==> src/i2cts_pkg.sv <==
// ============================================================================
// I2C transfer sequencer package
// Request and result codes, default sizes and stream word layouts.
// ============================================================================
`default_nettype none

package i2cts_pkg;

    // Default storage sizes.
    localparam int MAX_MSGS_DEF = 4;
    localparam int MAX_LEN_DEF  = 16;

    // Seven-bit target address mask.
    localparam logic [6:0] ADDR_MASK = 7'h7f;

    // Request kinds carried in the input tuser.
    typedef enum logic [2:0] {
        REQ_LOAD_DESC = 3'd0,
        REQ_LOAD_BYTE = 3'd1,
        REQ_START     = 3'd2,
        REQ_IRQ       = 3'd3,
        REQ_READ_BACK = 3'd4
    } t_req;

    // Transfer result codes.
    typedef enum logic [1:0] {
        ERR_NONE = 2'd0,
        ERR_NAK  = 2'd1,
        ERR_AL   = 2'd2
    } t_err;

    // Stream word widths.
    localparam int IN_DATA_W  = 40;
    localparam int IN_USER_W  = 3;
    localparam int OUT_DATA_W = 32;

    // Input tdata field offsets.
    localparam int IB_IDX = 0;
    localparam int IB_POS = 2;
    localparam int IB_VAL = 6;
    localparam int IB_DEV = 14;
    localparam int IB_RD  = 21;
    localparam int IB_IGN = 22;
    localparam int IB_NRA = 23;
    localparam int IB_LEN = 24;
    localparam int IB_CNT = 29;
    localparam int IB_STS = 32;

    // Output tdata field offsets.
    localparam int OB_IRQ  = 0;
    localparam int OB_STA  = 1;
    localparam int OB_STO  = 2;
    localparam int OB_WR   = 3;
    localparam int OB_RD   = 4;
    localparam int OB_ACK  = 5;
    localparam int OB_NACK = 6;
    localparam int OB_TX   = 7;
    localparam int OB_DONE = 15;
    localparam int OB_RES  = 16;
    localparam int OB_RB   = 18;

endpackage

`default_nettype wire

==> src/i2cts_ram.sv <==
// ============================================================================
// I2C transfer sequencer RAM
// Simple dual-port RAM, one write port and one registered read port.
// ============================================================================
`default_nettype none

module i2cts_ram #(
    parameter  int WIDTH  = 8,
    parameter  int DEPTH  = 64,
    localparam int ADDR_W = (DEPTH > 1) ? $clog2(DEPTH) : 1
) (
    input  wire logic              i_clk,
    input  wire logic              i_we,
    input  wire logic [ADDR_W-1:0] i_waddr,
    input  wire logic [WIDTH-1:0]  i_wdata,
    input  wire logic              i_re,
    input  wire logic [ADDR_W-1:0] i_raddr,
    output logic      [WIDTH-1:0]  o_rdata
);

    logic [WIDTH-1:0] r_mem [DEPTH];
    logic [WIDTH-1:0] r_rdata;

    // Write port.
    always_ff @(posedge i_clk) begin
        if (i_we) begin
            r_mem[i_waddr] <= i_wdata;
        end
    end

    // Registered read port; the data holds while the read enable is low.
    always_ff @(posedge i_clk) begin
        if (i_re) begin
            r_rdata <= r_mem[i_raddr];
        end
    end

    assign o_rdata = r_rdata;

endmodule

`default_nettype wire

==> src/i2c_transfer_sequencer.sv <==
// ============================================================================
// I2C transfer sequencer
// Drives a byte-level I2C master core through a combined transfer.
// ============================================================================
// Usage: software sends items on the slave stream. The tuser holds the request
// kind (load descriptor, load write byte, start, core interrupt, read back),
// tdata the request fields. Every accepted item yields exactly one result item
// on the master stream with the core command bits, the byte to transmit, the
// done flag with its result code, and read back data.
// Descriptors and write bytes are loaded first, then a start request issues
// the first address byte with START, and each core interrupt issues the next
// command. Between messages a repeated START is issued.
// Pipeline: an accepted item passes the input register, the sequencer step with
// the data RAM read, and the result register.
// Throughput: one item per cycle when not stalled; the data RAM read port is
// used at most once per item and the sequencer state is updated in a single
// step. Stall: when the result register is full and not taken, the whole
// pipeline holds and o_s_axis_tready drops in the same cycle.
// Reset clears the pipeline and the sequencer state. The descriptor table and
// the data RAM are not cleared and must be written before they are used.
// ============================================================================
`default_nettype none

module i2c_transfer_sequencer
    import i2cts_pkg::*;
#(
    parameter int MAX_MSGS = MAX_MSGS_DEF,
    parameter int MAX_LEN  = MAX_LEN_DEF
) (
    input  wire logic                  i_clk,
    input  wire logic                  i_rst_n,
    // Input items.
    input  wire logic                  i_s_axis_tvalid,
    output logic                       o_s_axis_tready,
    // tdata, lowest bit up: msg_index(2) byte_pos(4) byte_value(8) dev_addr(7)
    // is_read(1) ignore_nak(1) no_read_ack(1) msg_len(5) msg_count(3)
    // irq_status(3), zero fill to 40 bits.
    input  wire logic [IN_DATA_W-1:0]  i_s_axis_tdata,
    // tuser: req_type(3).
    input  wire logic [IN_USER_W-1:0]  i_s_axis_tuser,
    // Result items.
    output logic                       o_m_axis_tvalid,
    input  wire logic                  i_m_axis_tready,
    // tdata, lowest bit up: irq_ack(1) cmd_start(1) cmd_stop(1)
    // cmd_write(1) cmd_read(1) cmd_ack(1) cmd_nack(1) tx_byte(8) done_res(1)
    // result_code(2) read_back(8), zero fill to 32 bits.
    output logic [OUT_DATA_W-1:0]      o_m_axis_tdata
);

    localparam int MSG_W  = (MAX_MSGS > 1) ? $clog2(MAX_MSGS) : 1;
    localparam int CNT_W  = $clog2(MAX_MSGS + 1);
    localparam int POS_W  = (MAX_LEN > 1) ? $clog2(MAX_LEN) : 1;
    localparam int LEN_W  = $clog2(MAX_LEN + 1);
    localparam int DEPTH  = MAX_MSGS * MAX_LEN;
    localparam int ADDR_W = (DEPTH > 1) ? $clog2(DEPTH) : 1;

    typedef enum logic [3:0] {
        PH_RESTART = 4'b0001,
        PH_STOP    = 4'b0010,
        PH_DATA_W  = 4'b0100,
        PH_DATA_R  = 4'b1000
    } t_phase;

    typedef struct packed {
        logic [6:0]       addr;
        logic             rd;
        logic             ign;
        logic             nra;
        logic [LEN_W-1:0] len;
    } t_desc;

    // Result of the sequencer step, before the RAM data is merged in.
    typedef struct packed {
        logic       irq;
        logic       sta;
        logic       sto;
        logic       wr;
        logic       rd;
        logic       ack;
        logic       nack;
        logic [7:0] tx;
        logic       tx_ram;
        logic       done;
        t_err       res;
        logic       rb_ram;
    } t_mid;

    // Data RAM address of a message slot and byte position.
    function automatic logic [ADDR_W-1:0] f_addr(input logic [MSG_W-1:0] msg,
                                                 input logic [POS_W-1:0] pos);
        return ADDR_W'(32'(msg) * MAX_LEN + 32'(pos));
    endfunction

    // Pipeline registers.
    logic                  r_in_vld;
    logic [IN_DATA_W-1:0]  r_in_tdata;
    logic [IN_USER_W-1:0]  r_in_tuser;
    logic                  r_mid_vld;
    t_mid                  r_mid;
    logic                  r_out_vld;
    logic [OUT_DATA_W-1:0] r_out_tdata;
    logic [OUT_DATA_W-1:0] n_out_tdata;

    // Sequencer state.
    t_phase           r_phase,     n_phase;
    logic [MSG_W-1:0] r_cur_msg,   n_cur_msg;
    logic [POS_W-1:0] r_cur_pos,   n_cur_pos;
    t_err             r_err,       n_err;
    logic             r_stop_iss,  n_stop_iss;
    logic             r_fin,       n_fin;
    logic [CNT_W-1:0] r_total,     n_total;
    t_desc            r_cur,       n_cur;
    t_desc            r_tbl [MAX_MSGS];

    logic en;
    logic w_fire;

    // Input fields.
    logic [1:0] w_idx;
    logic [3:0] w_pos;
    logic [7:0] w_val;
    logic [6:0] w_dev;
    logic       w_rd;
    logic       w_ign;
    logic       w_nra;
    logic [4:0] w_len;
    logic [2:0] w_cnt;
    logic [2:0] w_sts;
    logic       w_idx_ok;
    logic       w_pos_ok;
    logic [MSG_W-1:0] w_tidx;
    logic [MSG_W-1:0] w_nxt;
    t_desc      w_desc;

    // Step outputs.
    t_mid              w_mid;
    logic              w_we;
    logic [ADDR_W-1:0] w_waddr;
    logic [7:0]        w_wdata;
    logic [ADDR_W-1:0] w_raddr;
    logic [7:0]        w_ram_q;

    // The whole pipeline advances when the result register is free or taken.
    assign en              = ~r_out_vld | i_m_axis_tready;
    assign w_fire          = en & r_in_vld;
    assign o_s_axis_tready = en;
    assign o_m_axis_tvalid = r_out_vld;
    assign o_m_axis_tdata  = r_out_tdata;

    // Field slicing of the registered input item.
    assign w_idx = r_in_tdata[IB_IDX +: 2];
    assign w_pos = r_in_tdata[IB_POS +: 4];
    assign w_val = r_in_tdata[IB_VAL +: 8];
    assign w_dev = r_in_tdata[IB_DEV +: 7];
    assign w_rd  = r_in_tdata[IB_RD];
    assign w_ign = r_in_tdata[IB_IGN];
    assign w_nra = r_in_tdata[IB_NRA];
    assign w_len = r_in_tdata[IB_LEN +: 5];
    assign w_cnt = r_in_tdata[IB_CNT +: 3];
    assign w_sts = r_in_tdata[IB_STS +: 3];

    assign w_idx_ok = 32'(w_idx) < MAX_MSGS;
    assign w_pos_ok = 32'(w_pos) < MAX_LEN;
    assign w_tidx   = MSG_W'(w_idx);
    assign w_nxt    = (32'(r_cur_msg) == MAX_MSGS - 1) ? '0 : r_cur_msg + MSG_W'(1);

    // Descriptor from a load request, with the length saturated.
    always_comb begin
        w_desc.addr = w_dev & ADDR_MASK;
        w_desc.rd   = w_rd;
        w_desc.ign  = w_ign;
        w_desc.nra  = w_nra;
        w_desc.len  = (32'(w_len) > MAX_LEN) ? LEN_W'(MAX_LEN) : LEN_W'(w_len);
    end

    // Sequencer step: one request against the registered state.
    always_comb begin
        t_err             v_err;
        logic             v_fin;
        t_phase           v_ph;
        logic [MSG_W-1:0] v_msg;
        logic [POS_W-1:0] v_pos;
        t_desc            v_m;
        logic             v_last;
        logic             v_stop;
        logic [CNT_W-1:0] v_cnt;

        n_phase    = r_phase;
        n_cur_msg  = r_cur_msg;
        n_cur_pos  = r_cur_pos;
        n_err      = r_err;
        n_stop_iss = r_stop_iss;
        n_fin      = r_fin;
        n_total    = r_total;
        n_cur      = r_cur;
        w_mid      = '0;
        w_mid.res  = ERR_NONE;
        w_we       = 1'b0;
        w_waddr    = f_addr(w_tidx, POS_W'(w_pos));
        w_wdata    = w_val;
        w_raddr    = f_addr(w_tidx, POS_W'(w_pos));
        v_err      = r_err;
        v_fin      = r_fin;
        v_ph       = r_phase;
        v_msg      = r_cur_msg;
        v_pos      = r_cur_pos;
        v_m        = r_cur;
        v_last     = 1'b0;
        v_stop     = 1'b0;
        v_cnt      = '0;

        case (t_req'(r_in_tuser))
            REQ_LOAD_DESC: begin
                if (w_idx_ok && w_tidx == r_cur_msg) begin
                    n_cur = w_desc;
                end
            end
            REQ_LOAD_BYTE: begin
                w_we = w_idx_ok & w_pos_ok;
            end
            REQ_START: begin
                if (w_cnt == 3'd0) begin
                    v_cnt = CNT_W'(1);
                end else if (32'(w_cnt) > MAX_MSGS) begin
                    v_cnt = CNT_W'(MAX_MSGS);
                end else begin
                    v_cnt = CNT_W'(w_cnt);
                end
                n_total    = v_cnt;
                n_cur_msg  = '0;
                n_cur_pos  = '0;
                n_phase    = PH_RESTART;
                n_err      = ERR_NONE;
                n_stop_iss = 1'b0;
                n_fin      = 1'b0;
                n_cur      = r_tbl[0];
                w_mid.sta  = 1'b1;
                w_mid.wr   = 1'b1;
                w_mid.tx   = {r_tbl[0].addr & ADDR_MASK, r_tbl[0].rd};
                if (32'(v_cnt) == 1 && r_tbl[0].len == '0) begin
                    w_mid.sto  = 1'b1;
                    n_stop_iss = 1'b1;
                end
            end
            REQ_IRQ: begin
                if (w_sts[0]) begin
                    w_mid.irq = 1'b1;
                    // Status evaluation: lost arbitration, received byte, NAK.
                    if (w_sts[1]) begin
                        v_err = ERR_AL;
                        v_fin = 1'b1;
                    end else if (r_phase == PH_DATA_R) begin
                        w_we    = 1'b1;
                        w_waddr = f_addr(r_cur_msg, r_cur_pos);
                    end else if (w_sts[2] && !r_cur.ign) begin
                        v_err = ERR_NAK;
                    end
                    n_err = v_err;

                    if (r_stop_iss || v_fin) begin
                        n_fin      = 1'b1;
                        w_mid.done = 1'b1;
                        w_mid.res  = v_err;
                    end else begin
                        // Advance position, message or phase.
                        if (v_err != ERR_NONE) begin
                            v_ph = PH_STOP;
                        end else if (r_phase == PH_RESTART && r_cur.len != '0) begin
                            v_ph = r_cur.rd ? PH_DATA_R : PH_DATA_W;
                        end else if (32'(r_cur_pos) + 32'd1 >= 32'(r_cur.len)) begin
                            if (32'(r_cur_msg) + 32'd1 >= 32'(r_total)) begin
                                v_ph = PH_STOP;
                            end else begin
                                v_pos = '0;
                                v_msg = w_nxt;
                                v_m   = r_tbl[w_nxt];
                                v_ph  = PH_RESTART;
                            end
                        end else begin
                            v_pos = r_cur_pos + POS_W'(1);
                        end

                        v_last = (32'(v_pos) + 32'd1) == 32'(v_m.len);
                        v_stop = v_last && ((32'(v_msg) + 32'd1) == 32'(r_total));

                        // Next core command.
                        case (v_ph)
                            PH_DATA_W: begin
                                w_mid.wr     = 1'b1;
                                w_mid.tx_ram = 1'b1;
                                w_raddr      = f_addr(v_msg, v_pos);
                                if (v_stop) begin
                                    w_mid.sto  = 1'b1;
                                    n_stop_iss = 1'b1;
                                end
                            end
                            PH_DATA_R: begin
                                w_mid.rd = 1'b1;
                                if (v_stop) begin
                                    w_mid.sto  = 1'b1;
                                    n_stop_iss = 1'b1;
                                end
                                if (v_last) begin
                                    w_mid.nack = 1'b1;
                                end else if (!v_m.nra) begin
                                    w_mid.ack = 1'b1;
                                end
                            end
                            PH_RESTART: begin
                                w_mid.sta = 1'b1;
                                w_mid.wr  = 1'b1;
                                w_mid.tx  = {v_m.addr & ADDR_MASK, v_m.rd};
                                if (v_stop && v_m.len == '0) begin
                                    w_mid.sto  = 1'b1;
                                    n_stop_iss = 1'b1;
                                end
                            end
                            default: begin
                                w_mid.sto  = 1'b1;
                                n_stop_iss = 1'b1;
                            end
                        endcase

                        n_phase   = v_ph;
                        n_cur_msg = v_msg;
                        n_cur_pos = v_pos;
                        n_cur     = v_m;
                    end
                end
            end
            REQ_READ_BACK: begin
                w_mid.rb_ram = w_idx_ok & w_pos_ok;
            end
            default: begin
            end
        endcase
    end

    // Control registers: pipeline valids and sequencer state.
    always_ff @(posedge i_clk) begin
        if (!i_rst_n) begin
            r_in_vld   <= 1'b0;
            r_mid_vld  <= 1'b0;
            r_out_vld  <= 1'b0;
            r_phase    <= PH_RESTART;
            r_cur_msg  <= '0;
            r_cur_pos  <= '0;
            r_err      <= ERR_NONE;
            r_stop_iss <= 1'b0;
            r_fin      <= 1'b0;
            r_total    <= CNT_W'(1);
        end else begin
            if (en) begin
                r_in_vld  <= i_s_axis_tvalid;
                r_mid_vld <= r_in_vld;
                r_out_vld <= r_mid_vld;
            end
            if (w_fire) begin
                r_phase    <= n_phase;
                r_cur_msg  <= n_cur_msg;
                r_cur_pos  <= n_cur_pos;
                r_err      <= n_err;
                r_stop_iss <= n_stop_iss;
                r_fin      <= n_fin;
                r_total    <= n_total;
            end
        end
    end

    // Payload registers and the descriptor table.
    always_ff @(posedge i_clk) begin
        if (en) begin
            r_in_tdata  <= i_s_axis_tdata;
            r_in_tuser  <= i_s_axis_tuser;
            r_mid       <= w_mid;
            r_out_tdata <= n_out_tdata;
        end
        if (w_fire) begin
            r_cur <= n_cur;
        end
        if (w_fire && t_req'(r_in_tuser) == REQ_LOAD_DESC && w_idx_ok) begin
            r_tbl[w_tidx] <= w_desc;
        end
    end

    // Result word: merge the RAM data into the step result.
    always_comb begin
        n_out_tdata               = '0;
        n_out_tdata[OB_IRQ]       = r_mid.irq;
        n_out_tdata[OB_STA]       = r_mid.sta;
        n_out_tdata[OB_STO]       = r_mid.sto;
        n_out_tdata[OB_WR]        = r_mid.wr;
        n_out_tdata[OB_RD]        = r_mid.rd;
        n_out_tdata[OB_ACK]       = r_mid.ack;
        n_out_tdata[OB_NACK]      = r_mid.nack;
        n_out_tdata[OB_TX +: 8]   = r_mid.tx_ram ? w_ram_q : r_mid.tx;
        n_out_tdata[OB_DONE]      = r_mid.done;
        n_out_tdata[OB_RES +: 2]  = r_mid.res;
        n_out_tdata[OB_RB +: 8]   = r_mid.rb_ram ? w_ram_q : 8'h00;
    end

    // Message data bytes: write bytes and received bytes.
    i2cts_ram #(
        .WIDTH (8),
        .DEPTH (DEPTH)
    ) u_data_ram (
        .i_clk   (i_clk),
        .i_we    (w_fire & w_we),
        .i_waddr (w_waddr),
        .i_wdata (w_wdata),
        .i_re    (en),
        .i_raddr (w_raddr),
        .o_rdata (w_ram_q)
    );

endmodule

`default_nettype wire

==> config.mk <==
export PLATFORM = sky130hd
export DESIGN_NAME = i2c_transfer_sequencer
export DESIGN_NICKNAME = d
export VERILOG_FILES = /design/src/i2cts_pkg.sv /design/src/i2cts_ram.sv /design/src/i2c_transfer_sequencer.sv
export SDC_FILE = /design/constraint.sdc
export NUM_CORES = 1
export LEC_CHECK = 0
export BUFFER_PORTS_ARGS = -buffer_cell sky130_fd_sc_hd__buf_2
export CAP_MARGIN = 20
export CORE_UTILIZATION = 30
export DETAILED_ROUTE_END_ITERATION = 8
export PLACE_DENSITY_LB_ADDON = 0.1
export SLEW_MARGIN = 10
export SYNTH_ARGS = -nofsm -noshare
export SYNTH_HDL_FRONTEND = slang
export SYNTH_SLANG_ARGS = --single-unit
==> constraint.sdc <==
create_clock -name i_clk -period 4.29 [get_ports i_clk]
set_input_delay 0.429 -clock i_clk [delete_from_list [all_inputs] [get_ports i_clk]]
set_output_delay 0.429 -clock i_clk [all_outputs]
set_load 0.005 [all_outputs]
==> tab_implementation.tex, run 1 <==
\begin{tabular}{lr}
\hline
Metric & Value \\
\hline
\multicolumn{2}{l}{\textbf{Min path}} \\
Worst hold path type & input port to flip-flop \\
Hold\_sp & i\_s\_axis\_tvalid \\
\multicolumn{2}{l}{\textbf{Setup path}} \\
Gate family responsible for the most delay along the worst path & simple AND/OR/NAND/NOR gates \\
Arrival time of the worst setup path & around 4.4 ns \\
Endpoint required time on the critical path & 4.54 ns \\
WP buf/inv & 1 \\
Worst-path cell with the longest stage delay & nor2\_1 \\
Worst reg2reg path startpoint & r\_in\_tuser[2] \\
Critical path's largest stage delay & 0.86 ns \\
Kind of end point of the critical path & flip-flop \\
Path type of the worst setup path & flip-flop to flip-flop \\
Biggest fanout along the worst timing path & 10 \\
CP startpoint kind & flip-flop \\
Cells traversed along the worst timing path & nand2b\_1 -> nor2\_1 -> nand2\_1 -> nor3\_2 -> a21oi\_1 -> nor4\_1 -> buf\_4 -> nand2\_1 -> nor2\_1 \\
Worst Setup SP & r\_in\_tuser[2] \\
\multicolumn{2}{l}{\textbf{Timing}} \\
Setup violators final & 0 \\
Worst path setup slack after routing & roughly 0.16 ns \\
Sum of negative setup slack & 0 ns \\
Worst slew margin relative to its limit & 0.248 \\
Upper clock frequency limit & 0.242 GHz \\
Skew final & 0.0230 ns \\
Setup repair after global routing missed its margin & yes \\
Pin slew with the least headroom to its limit & 1.12 ns \\
Final hold vios & 0 \\
Final critical-path required period & 4.13 ns \\
Final Max Tran Viols & 0 \\
Fin crit share & 0.964 \\
\multicolumn{2}{l}{\textbf{Synthesis}} \\
Synth Register Bits & 699 \\
Adder-Cell Fraction of Synth Area & 0.00528 \\
Gate count of the mapped netlist & 2018 \\
Most used flip-flop cell after synthesis & edfxtp\_1 \\
Count of flip-flops with a built-in enable after synthesis & about 680 \\
Synth Area in Compound Gates & 0.0735 \\
Area of the mapped netlist & approximately 28000 um\^{}2 \\
Yosys Warn Count & 0 \\
Post-synthesis xor/xnor area fraction & 0.00369 \\
Part of the Yosys area used for sequential elements & 0.731 \\
Syn\_area\_per\_cell & 14.1 um\^{}2 \\
Largest family of logic cells by synthesized area & simple AND/OR/NAND/NOR gates \\
Library cells used by synthesis & 64 \\
Multiplexer fraction of the synthesized cell area & 0.0554 \\
Simple logic cell fraction of the synthesized area & 0.107 \\
Share of flip-flops with an asynchronous set or reset & 0 \\
\multicolumn{2}{l}{\textbf{Placement}} \\
Half-perimeter wire length after placement & between 50000 and 60000 um \\
Pre-CTS WS & -0.195 ns \\
Placer congestion estimate & just over 0.8 \\
Port bufs & 69 \\
\multicolumn{2}{l}{\textbf{Clock network}} \\
Maximum buffer depth of the clock tree & 3 \\
Clock transition at the register clock pins on the worst setup and hold paths after CTS & 0.06 ns \\
Deepest level of the CTS H-tree & 3 \\
Number of buffers added by the clock tree synthesis step & 79 \\
Worst skew pair latency & about 0.63 ns \\
Library cell used as clock root buffer & clkbuf\_16 \\
TritonCTS clock tree & done \\
Sinks on Clock Net & 699 \\
\multicolumn{2}{l}{\textbf{Floorplanning}} \\
Die boundary height & 310 um \\
Row Count & 112 \\
Core Box Area & 93600 um\^{}2 \\
Boundary pin count & 81 \\
Starting Density & 0.304 \\
DIE WIDTH & $\sim$310 um \\
Die Footprint & 96100 um\^{}2 \\
\multicolumn{2}{l}{\textbf{Finish}} \\
Antenna cell count & 0 \\
Nets & 2395 \\
Share of post-route cells with drive strength above 1 & 0.217 \\
Commonest non-fill, non-tap cell in the layout & edfxtp\_1 \\
Fill count & about 9000 \\
Utilization after layout & 0.377 \\
Synthesis-to-layout area growth & 24.2\% \\
Most frequent cells in the layout & edfxtp\_1, nand2\_1, buf\_4, mux2i\_1, clkbuf\_16 \\
\multicolumn{2}{l}{\textbf{Global routing}} \\
Vias in the first global route & 17700 \\
First-pass GRT wire length & 119000 um \\
Maximum number of pins on one net before global-route repair & 65 \\
GRT Residual Overflow & 0 \\
Number of antenna violations at the first check in global routing & 1 \\
Total global-route track usage & 0.170 \\
\multicolumn{2}{l}{\textbf{Power and ir drop}} \\
Overall power consumption & 15400 uW \\
Worst voltage drop across the vdd grid & 314 uV \\
Cell Pwr Density & approximately 440 nW/um\^{}2 \\
Leakage dissipation & 0.0125 uW \\
\multicolumn{2}{l}{\textbf{Route}} \\
Detail-routed net length per standard cell & 22.3 um \\
Total number of vias & 17700 \\
Antenna Nets Post-Route & 0 \\
Number of DRC markers in iteration 0 & 1144 \\
Total length of routed wires & 81600 um \\
Average via count per standard cell & 4.85 \\
Post-detailed-route DRC marker count & 0 \\
DR pass1 iterations & 5 \\
\multicolumn{2}{l}{\textbf{Outcome}} \\
Status & completed \\
\multicolumn{2}{l}{\textbf{Run}} \\
Maximum Capacitance Violations & 0 \\
\hline
\end{tabular}
==> sequential cells by signal, indices dropped and copies added (netlist names), 3 cells and up <==
name and flops:
r_in_tuser 3, r_total 3, r_tbl 60, r_mid 10
r_in_tdata 35, u_data_ram.r_mem 512, r_cur_pos 4, n_out_tdata 10
r_phase 4, r_cur 15, u_data_ram.o_rdata 8, o_m_axis_tdata 26
==> area by class of cell <==
cell class,count,area [um^2],area share
clock buffer,103,2150,0.0609
sequential,699,20800,0.589
multi-input combinational,1191,7330,0.207
timing repair buffer,344,2930,0.0830
clock inverter,43,475,0.0135
tap,1254,1570,0.0444
inverter,21,82.6,0.00234
==> cells in the mapped netlist (17+ instances only) <==
cell,instances,area (um^2)
o22ai_1,51,319
edfxtp_1,679,20400
o21ai_1,21,105
o21ai_0,32,160
a211oi_1,18,135
inv_1,19,71.3
nor2b_1,33,206
a32oi_1,18,158
dfxtp_1,20,400
nand2_1,359,1350
a21oi_1,71,355
buf_2,42,210
nor3_1,17,85.1
a31oi_1,50,313
nand3_1,77,385
nor2_1,105,394
clkbuf_1,44,165
mux2i_1,137,1370
nand4_1,25,156
==> kinds of logic after synthesis <==
family	count (synthesis)
mux	153
buf+inv	133
xor+xnor	12
other cells	1
flops	699
compound gates	322
simple gates	686
fa+ha+maj	12
==> metal layers <==
| metal | GRT usage | vias up | part of all wire |
|---|---|---|---|
| met4 | 0.0436 | 0 | 0.021 |
| li1 | - | 8265 | - |
| met3 | 0.0271 | 100 | 0.038 |
| met1 | 0.233 | 8985 | 0.46 |
| met5 | 0 | - | 0 |
| met2 | 0.280 | 359 | 0.48 |
==> worst reg2reg max path: cells and delay by family (launching register included) <==
| family | cells | cell delay (ns) |
|---|---|---|
| AO/OA/AOI/OAI | 1 | 0.15 |
| flip-flops | 1 | 0.51 |
| buffers and inverters | 1 | 0.21 |
| AND/OR/NAND/NOR | 7 | 2.90 |
==> stage by stage <==
step,instance area (um^2),cells,hold WS [ns]
2_1_floorplan,28500,2023,0.400
3_3_place_gp,31600,3440,0.401
3_5_place_dp,31600,3441,0.405
4_1_cts,34800,3631,0.0242
5_1_grt,35300,3655,0.0734
6_report,35300,3655,0.0668
==> worst paths after layout <==
path	depth (start not counted)	slack, ns	endpoint
max	9	0.16	u_data_ram.r_mem[23][5]
min	3	0.07	r_in_vld
min reg2reg	0	0.42	o_m_axis_tdata[0]
max reg2reg	9	0.16	u_data_ram.r_mem[23][5]
==> power by group <==
part           switching (uW)  internal, uW  total, uW
Combinational             556           361        917
Clock                    2720          4140       6860
Sequential               64.3          7590       7650
==> repair_timing <==
action                                 CTS  global route
endpoints found under the hold margin   38             0
gates resized for setup                  7            83
buffers inserted                         4            23
hold buffers                            38             0
pin swaps                                0            20
setup endpoints to repair                7           222
gates cloned                             2             3
Note: power is estimated with default switching activity, not from simulation.
==> run 2: changes to the inputs <==
--- a/config.mk
+++ b/config.mk
@@ -9,7 +9,7 @@
 export CAP_MARGIN = 20
 export CORE_UTILIZATION = 30
 export DETAILED_ROUTE_END_ITERATION = 8
-export PLACE_DENSITY_LB_ADDON = 0.1
+export PLACE_DENSITY = 0.58
 export SLEW_MARGIN = 10
 export SYNTH_ARGS = -nofsm -noshare
 export SYNTH_HDL_FRONTEND = slang
==> tab_implementation.tex, run 2 (synthesized netlist as in run 1, its figures left out) <==
\begin{tabular}{lr}
\hline
Metric & Value \\
\hline
\multicolumn{2}{l}{\textbf{Floorplanning}} \\
Die boundary height & 310 um \\
Row Count & 112 \\
DIE WIDTH & 310 um \\
Boundary pin count & 81 \\
Die Footprint & 96100 um\^{}2 \\
Starting Density & 0.304 \\
Core Box Area & roughly 94000 um\^{}2 \\
\multicolumn{2}{l}{\textbf{Route}} \\
Post-detailed-route DRC marker count & 0 \\
Total length of routed wires & slightly above 70000 um \\
Average via count per standard cell & 4.94 \\
Detail-routed net length per standard cell & 19.9 um \\
Total number of vias & approximately 17000 \\
Antenna Nets Post-Route & 0 \\
DR pass1 iterations & 5 \\
Number of DRC markers in iteration 0 & 1784 \\
\multicolumn{2}{l}{\textbf{Global routing}} \\
First-pass GRT wire length & approximately 100000 um \\
GRT Residual Overflow & 0 \\
Maximum number of pins on one net before global-route repair & 72 \\
Number of antenna violations at the first check in global routing & 0 \\
Vias in the first global route & 17100 \\
Total global-route track usage & 0.143 \\
\multicolumn{2}{l}{\textbf{Placement}} \\
Placer congestion estimate & roughly 0.89 \\
Pre-CTS WS & 0.0493 ns \\
Half-perimeter wire length after placement & 43500 um \\
Port bufs & 69 \\
\multicolumn{2}{l}{\textbf{Setup path}} \\
Endpoint required time on the critical path & 4.65 ns \\
Kind of end point of the critical path & flip-flop \\
Path type of the worst setup path & flip-flop to flip-flop \\
Arrival time of the worst setup path & 4.51 ns \\
CP startpoint kind & flip-flop \\
Biggest fanout along the worst timing path & 16 \\
\multicolumn{2}{l}{\textbf{Timing}} \\
Final critical-path required period & 4.14 ns \\
Sum of negative setup slack & 0 ns \\
Setup violators final & 0 \\
Upper clock frequency limit & approximately 0.24 GHz \\
Final Max Tran Viols & 0 \\
Pin slew with the least headroom to its limit & between 1 and 1.5 ns \\
Worst slew margin relative to its limit & 0.256 \\
Skew final & 0.0272 ns \\
Worst path setup slack after routing & 0.145 ns \\
Final hold vios & 0 \\
Fin crit share & 0.966 \\
\multicolumn{2}{l}{\textbf{Power and ir drop}} \\
Cell Pwr Density & 429 nW/um\^{}2 \\
Worst voltage drop across the vdd grid & 250 uV \\
Leakage dissipation & 0.0117 uW \\
\multicolumn{2}{l}{\textbf{Finish}} \\
Nets & 2291 \\
Commonest non-fill, non-tap cell in the layout & edfxtp\_1 \\
Synthesis-to-layout area growth & 19.7\% \\
Antenna cell count & 0 \\
Largest regs & u\_data\_ram.r\_mem: 512 flops, r\_tbl: 60 flops, r\_in\_tdata: 35 flops \\
Most frequent cells in the layout & edfxtp\_1, nand2\_1, mux2i\_1, buf\_4, nor2\_1 \\
Fill count & around 8900 \\
Max reg flops & 512 \\
Largest register by flop count & u\_data\_ram.r\_mem \\
Share of post-route cells with drive strength above 1 & 0.173 \\
\multicolumn{2}{l}{\textbf{Clock network}} \\
TritonCTS clock tree & done \\
Number of buffers added by the clock tree synthesis step & 74 \\
Library cell used as clock root buffer & clkbuf\_16 \\
Clock transition at the register clock pins on the worst setup and hold paths after CTS & 0.07 ns \\
Worst skew pair latency & 0.63 ns \\
Sinks on Clock Net & around 700 \\
Deepest level of the CTS H-tree & 3 \\
Maximum buffer depth of the clock tree & 3 \\
\multicolumn{2}{l}{\textbf{Run}} \\
Maximum Capacitance Violations & 0 \\
\multicolumn{2}{l}{\textbf{Min path}} \\
Worst hold path type & input port to flip-flop \\
\multicolumn{2}{l}{\textbf{Outcome}} \\
Status & completed \\
\hline
\end{tabular}
==> run 2: metrics by stage <==
step,cells,cell area [um^2],hold WS (ns),total power (uW),util
global placement,3352,30900,0.402,8510,0.330
global route,3542,34100,0.00547,15000,0.364
finish,3542,34100,0.0345,14600,0.364
floorplan,2023,28500,0.400,8190,-
CTS,3521,33600,0.00547,14700,0.359
detailed placement,3352,30900,0.405,8530,0.330
==> run 2: timing repair <==
| action | in CTS | in global routing |
|---|---|---|
| hold buffers | 37 | 0 |
| setup buffers | 0 | 18 |
| hold endpoints to repair | 37 | 0 |
| gates resized for setup | 0 | 74 |
| setup endpoints to repair | 0 | 10 |
==> run 2: report_power, final <==
group	leakage [uW]	switching, uW	internal [uW]
clock network	0.00112	2630	3530
registers	0.00648	69.2	7580
logic	0.00414	501	302
total	0.0117	3200	11400
==> run 2: worst max-delay path, stage by stage, from the launching register on <==
cell and delay [ns]:
dfxtp_1 0.34, ha_2 0.19, nand2b_4 0.12, nand2_1 0.05, ha_1 0.29, a21oi_1 0.14, o21ai_0 0.09, a31oi_1 0.19
buf_4 0.17, buf_4 0.13, o21ai_1 0.10, mux2i_2 0.25, inv_2 0.12, mux2i_4 0.22, buf_12 0.18, buf_4 0.13
buf_12 0.14, mux2i_2 0.25, a32oi_1 0.08, and3_1 0.23, a31oi_1 0.19, buf_4 0.16, nand4_1 0.09
==> run 2: area by class of cell <==
type / count / area, um^2 / share of cell area
Clock buffer: 90 / 1930 / 0.0567
Clock inverter: 42 / 393 / 0.0115
Inverter: 21 / 82.6 / 0.00242
Multi-Input combinational cell: 1192 / 7280 / 0.214
Sequential cell: 699 / 20800 / 0.610
Tap cell: 1254 / 1570 / 0.0461
Timing Repair Buffer: 244 / 2020 / 0.0594
==> run 2: metal layers <==
metal / GRT usage / up-vias / part of all wire
li1: - / 8059 / -
met1: 0.196 / 8691 / 0.44
met2: 0.230 / 627 / 0.46
met3: 0.0254 / 115 / 0.068
met4: 0.0489 / 0 / 0.026
met5: 0 / - / 0
==> run 2: worst paths after layout <==
kind                      start                     to  cells after the start  slack [ns]
min          i_s_axis_tdata[15]         r_in_tdata[15]                      1        0.03
max reg2reg        r_cur_pos[0]  u_data_ram.o_rdata[4]                     22        0.15
min reg2reg      n_out_tdata[0]      o_m_axis_tdata[0]                      0        0.42
max                r_cur_pos[0]  u_data_ram.o_rdata[4]                     22        0.15
==> run 3: changes to the inputs <==
--- a/config.mk
+++ b/config.mk
@@ -7,9 +7,11 @@
 export LEC_CHECK = 0
 export BUFFER_PORTS_ARGS = -buffer_cell sky130_fd_sc_hd__buf_2
 export CAP_MARGIN = 20
+export CELL_PAD_IN_SITES_DETAIL_PLACEMENT = 1
+export CELL_PAD_IN_SITES_GLOBAL_PLACEMENT = 1
 export CORE_UTILIZATION = 30
 export DETAILED_ROUTE_END_ITERATION = 8
-export PLACE_DENSITY = 0.58
+export PLACE_DENSITY = 0.64
 export SLEW_MARGIN = 10
 export SYNTH_ARGS = -nofsm -noshare
 export SYNTH_HDL_FRONTEND = slang
==> tab_implementation.tex, run 3 (synthesized netlist as in run 1, its figures left out) <==
\begin{tabular}{lr}
\hline
Metric & Value \\
\hline
\multicolumn{2}{l}{\textbf{Clock network}} \\
Maximum buffer depth of the clock tree & 3 \\
Sinks on Clock Net & 699 \\
TritonCTS clock tree & done \\
Library cell used as clock root buffer & clkbuf\_16 \\
Worst skew pair latency & between 0.6 and 0.7 ns \\
Number of buffers added by the clock tree synthesis step & 74 \\
Deepest level of the CTS H-tree & 3 \\
Clock transition at the register clock pins on the worst setup and hold paths after CTS & 0.07 ns \\
\multicolumn{2}{l}{\textbf{Timing}} \\
Worst path setup slack after routing & around 0.095 ns \\
Final critical-path required period & 4.20 ns \\
Pin slew with the least headroom to its limit & 1.08 ns \\
Skew final & 0.0259 ns \\
Fin crit share & 0.978 \\
Upper clock frequency limit & 0.238 GHz \\
Setup violators final & 0 \\
Worst slew margin relative to its limit & 0.280 \\
Final Max Tran Viols & 0 \\
Final hold vios & 0 \\
\multicolumn{2}{l}{\textbf{Power and ir drop}} \\
Share of power burned in combinational logic & 0.059 \\
Clock network power share & 0.426 \\
Share of total power consumed by net switching & 0.222 \\
Register share of total power & 0.515 \\
Worst voltage drop across the vdd grid & 243 uV \\
Cell Pwr Density & between 400 and 500 nW/um\^{}2 \\
Net Sw Power & 3300 uW \\
Leakage dissipation & 0.0121 uW \\
Cell internal pwr & 11600 uW \\
\multicolumn{2}{l}{\textbf{Setup path}} \\
Total number of cells along the worst setup path & 19 \\
Endpoint of the worst setup timing path & u\_data\_ram.o\_rdata[5] \\
Cells traversed along the worst timing path & buf\_6 -> nand3\_1 -> xnor2\_1 -> inv\_1 -> ha\_1 -> a21o\_1 -> a31oi\_1 -> buf\_4 -> mux2i\_4 -> o2111a\_2 -> mux2i\_4 -> buf\_12 -> buf\_12 -> buf\_16 -> mux2i\_1 -> o22ai\_1 -> o21ai\_1 -> o2111a\_2 -> nand4\_1 \\
Critical path's largest stage delay & $\sim$0.35 ns \\
Biggest fanout along the worst timing path & 15 \\
CP startpoint kind & flip-flop \\
Worst-path cell with the longest stage delay & o2111a\_2 \\
Length in cells of the worst reg-to-reg path & 19 \\
WP buf/inv & 6 \\
Endpoint required time on the critical path & 4.63 ns \\
Worst Setup SP & r\_cur\_pos[1] \\
Setup slack on the worst flop-to-flop path & 0.09 ns \\
Arrival time of the worst setup path & approximately 4.5 ns \\
RR Endpoint & u\_data\_ram.o\_rdata[5] \\
Worst reg2reg path startpoint & r\_cur\_pos[1] \\
Gate family responsible for the most delay along the worst path & compound AO/OA/AOI/OAI gates \\
Kind of end point of the critical path & flip-flop \\
Path type of the worst setup path & flip-flop to flip-flop \\
\multicolumn{2}{l}{\textbf{Global routing}} \\
Maximum number of pins on one net before global-route repair & 65 \\
Number of antenna violations at the first check in global routing & 1 \\
GRT Residual Overflow & 0 \\
First-pass GRT wire length & around 120000 um \\
Total global-route track usage & 0.165 \\
Vias in the first global route & between 15000 and 20000 \\
\multicolumn{2}{l}{\textbf{Finish}} \\
Largest regs & u\_data\_ram.r\_mem: 512 flops, r\_tbl: 60 flops, r\_in\_tdata: 35 flops \\
Antenna cell count & 0 \\
Final design area excluding fillers & 34700 um\^{}2 \\
Most frequent cells in the layout & edfxtp\_1, nand2\_1, buf\_4, mux2i\_1, nor2\_1 \\
Synthesis-to-layout area growth & 21.9\% \\
Share of post-route cells with drive strength above 1 & 0.194 \\
Largest register by flop count & u\_data\_ram.r\_mem \\
Max reg flops & 512 \\
Nets & 2346 \\
Utilization after layout & 0.371 \\
Commonest non-fill, non-tap cell in the layout & edfxtp\_1 \\
\multicolumn{2}{l}{\textbf{Floorplanning}} \\
DIE WIDTH & roughly 310 um \\
Die Footprint & about 96000 um\^{}2 \\
Row Count & 112 \\
Starting Density & 0.304 \\
Boundary pin count & 81 \\
Die boundary height & roughly 310 um \\
Core Box Area & 93600 um\^{}2 \\
\multicolumn{2}{l}{\textbf{Outcome}} \\
Status & completed \\
\multicolumn{2}{l}{\textbf{Route}} \\
Number of DRC markers in iteration 0 & 1422 \\
Total number of vias & roughly 18000 \\
DR pass1 iterations & 5 \\
Post-detailed-route DRC marker count & 0 \\
Total length of routed wires & 79600 um \\
Antenna Nets Post-Route & 0 \\
Average via count per standard cell & 5.01 \\
Detail-routed net length per standard cell & 22.2 um \\
\multicolumn{2}{l}{\textbf{Placement}} \\
Placer congestion estimate & around 0.86 \\
Port bufs & 69 \\
Pre-CTS WS & -0.227 ns \\
Half-perimeter wire length after placement & approximately 50000 um \\
Placed inst area & 31400 um\^{}2 \\
\multicolumn{2}{l}{\textbf{Min path}} \\
Worst hold path type & input port to flip-flop \\
\multicolumn{2}{l}{\textbf{Run}} \\
Maximum Capacitance Violations & 0 \\
\hline
\end{tabular}
## run 3: area by class of cell
type / instances / area (um^2)
tap: 1254 / 1570
sequential: 699 / 20800
timing repair buffer: 299 / 2570
multi-input combinational: 1192 / 7310
clock buffer: 90 / 1930
inverter: 21 / 82.6
clock inverter: 39 / 429
fill: 9843 / 58900
## run 3: per-stage QoR
step / total power [uW] / setup TNS [ns] / hold slack (ns) / instances
final: 14900 / 0 / 0.0372 / 3594
after global routing: 15300 / -0.0148 / 0.0179 / 3594
after CTS: 15000 / 0 / 0.00593 / 3586
after detailed placement: 8600 / -1.33 / 0.406 / 3411
after global placement: 8580 / -0.892 / 0.409 / 3411
after floorplan: 8190 / 0 / 0.400 / 2023
## run 3: power groups by stage
| stage | sequential [uW] | combinational [uW] | clock, uW |
|---|---|---|---|
| finish | 7660 | 870 | 6340 |
| global route | 7660 | 929 | 6700 |
| CTS | 7660 | 856 | 6490 |
| detailed placement | 7810 | 795 | 0 |
| global placement | 7800 | 772 | 0 |
| floorplan | 7800 | 393 | 0 |
## run 3: worst min path at each step
stage,from,to,cells past startpoint
3_3_place_gp,n_out_tdata[0],o_m_axis_tdata[0],0
5_1_grt,i_s_axis_tdata[11],r_in_tdata[11],1
4_1_cts,i_s_axis_tdata[11],r_in_tdata[11],1
6_report,i_s_axis_tdata[11],r_in_tdata[11],1
2_1_floorplan,n_out_tdata[0],o_m_axis_tdata[0],0
3_5_place_dp,n_out_tdata[0],o_m_axis_tdata[0],0
## run 3: per-layer routing
layer	share of wire	routed length, um	track usage
met1	0.44	34700	0.217
met2	0.49	39400	0.282
met3	0.048	3850	0.0230
met4	0.021	1680	0.0462
met5	0	0	0
## run 3: what timing repair did
action	CTS	global route
gates resized for setup	26	50
pin swaps	7	13
endpoints found under the hold margin	37	0
endpoints found under the setup margin	8	10
gates cloned	4	1
buffers inserted	5	8
hold buffers	37	0
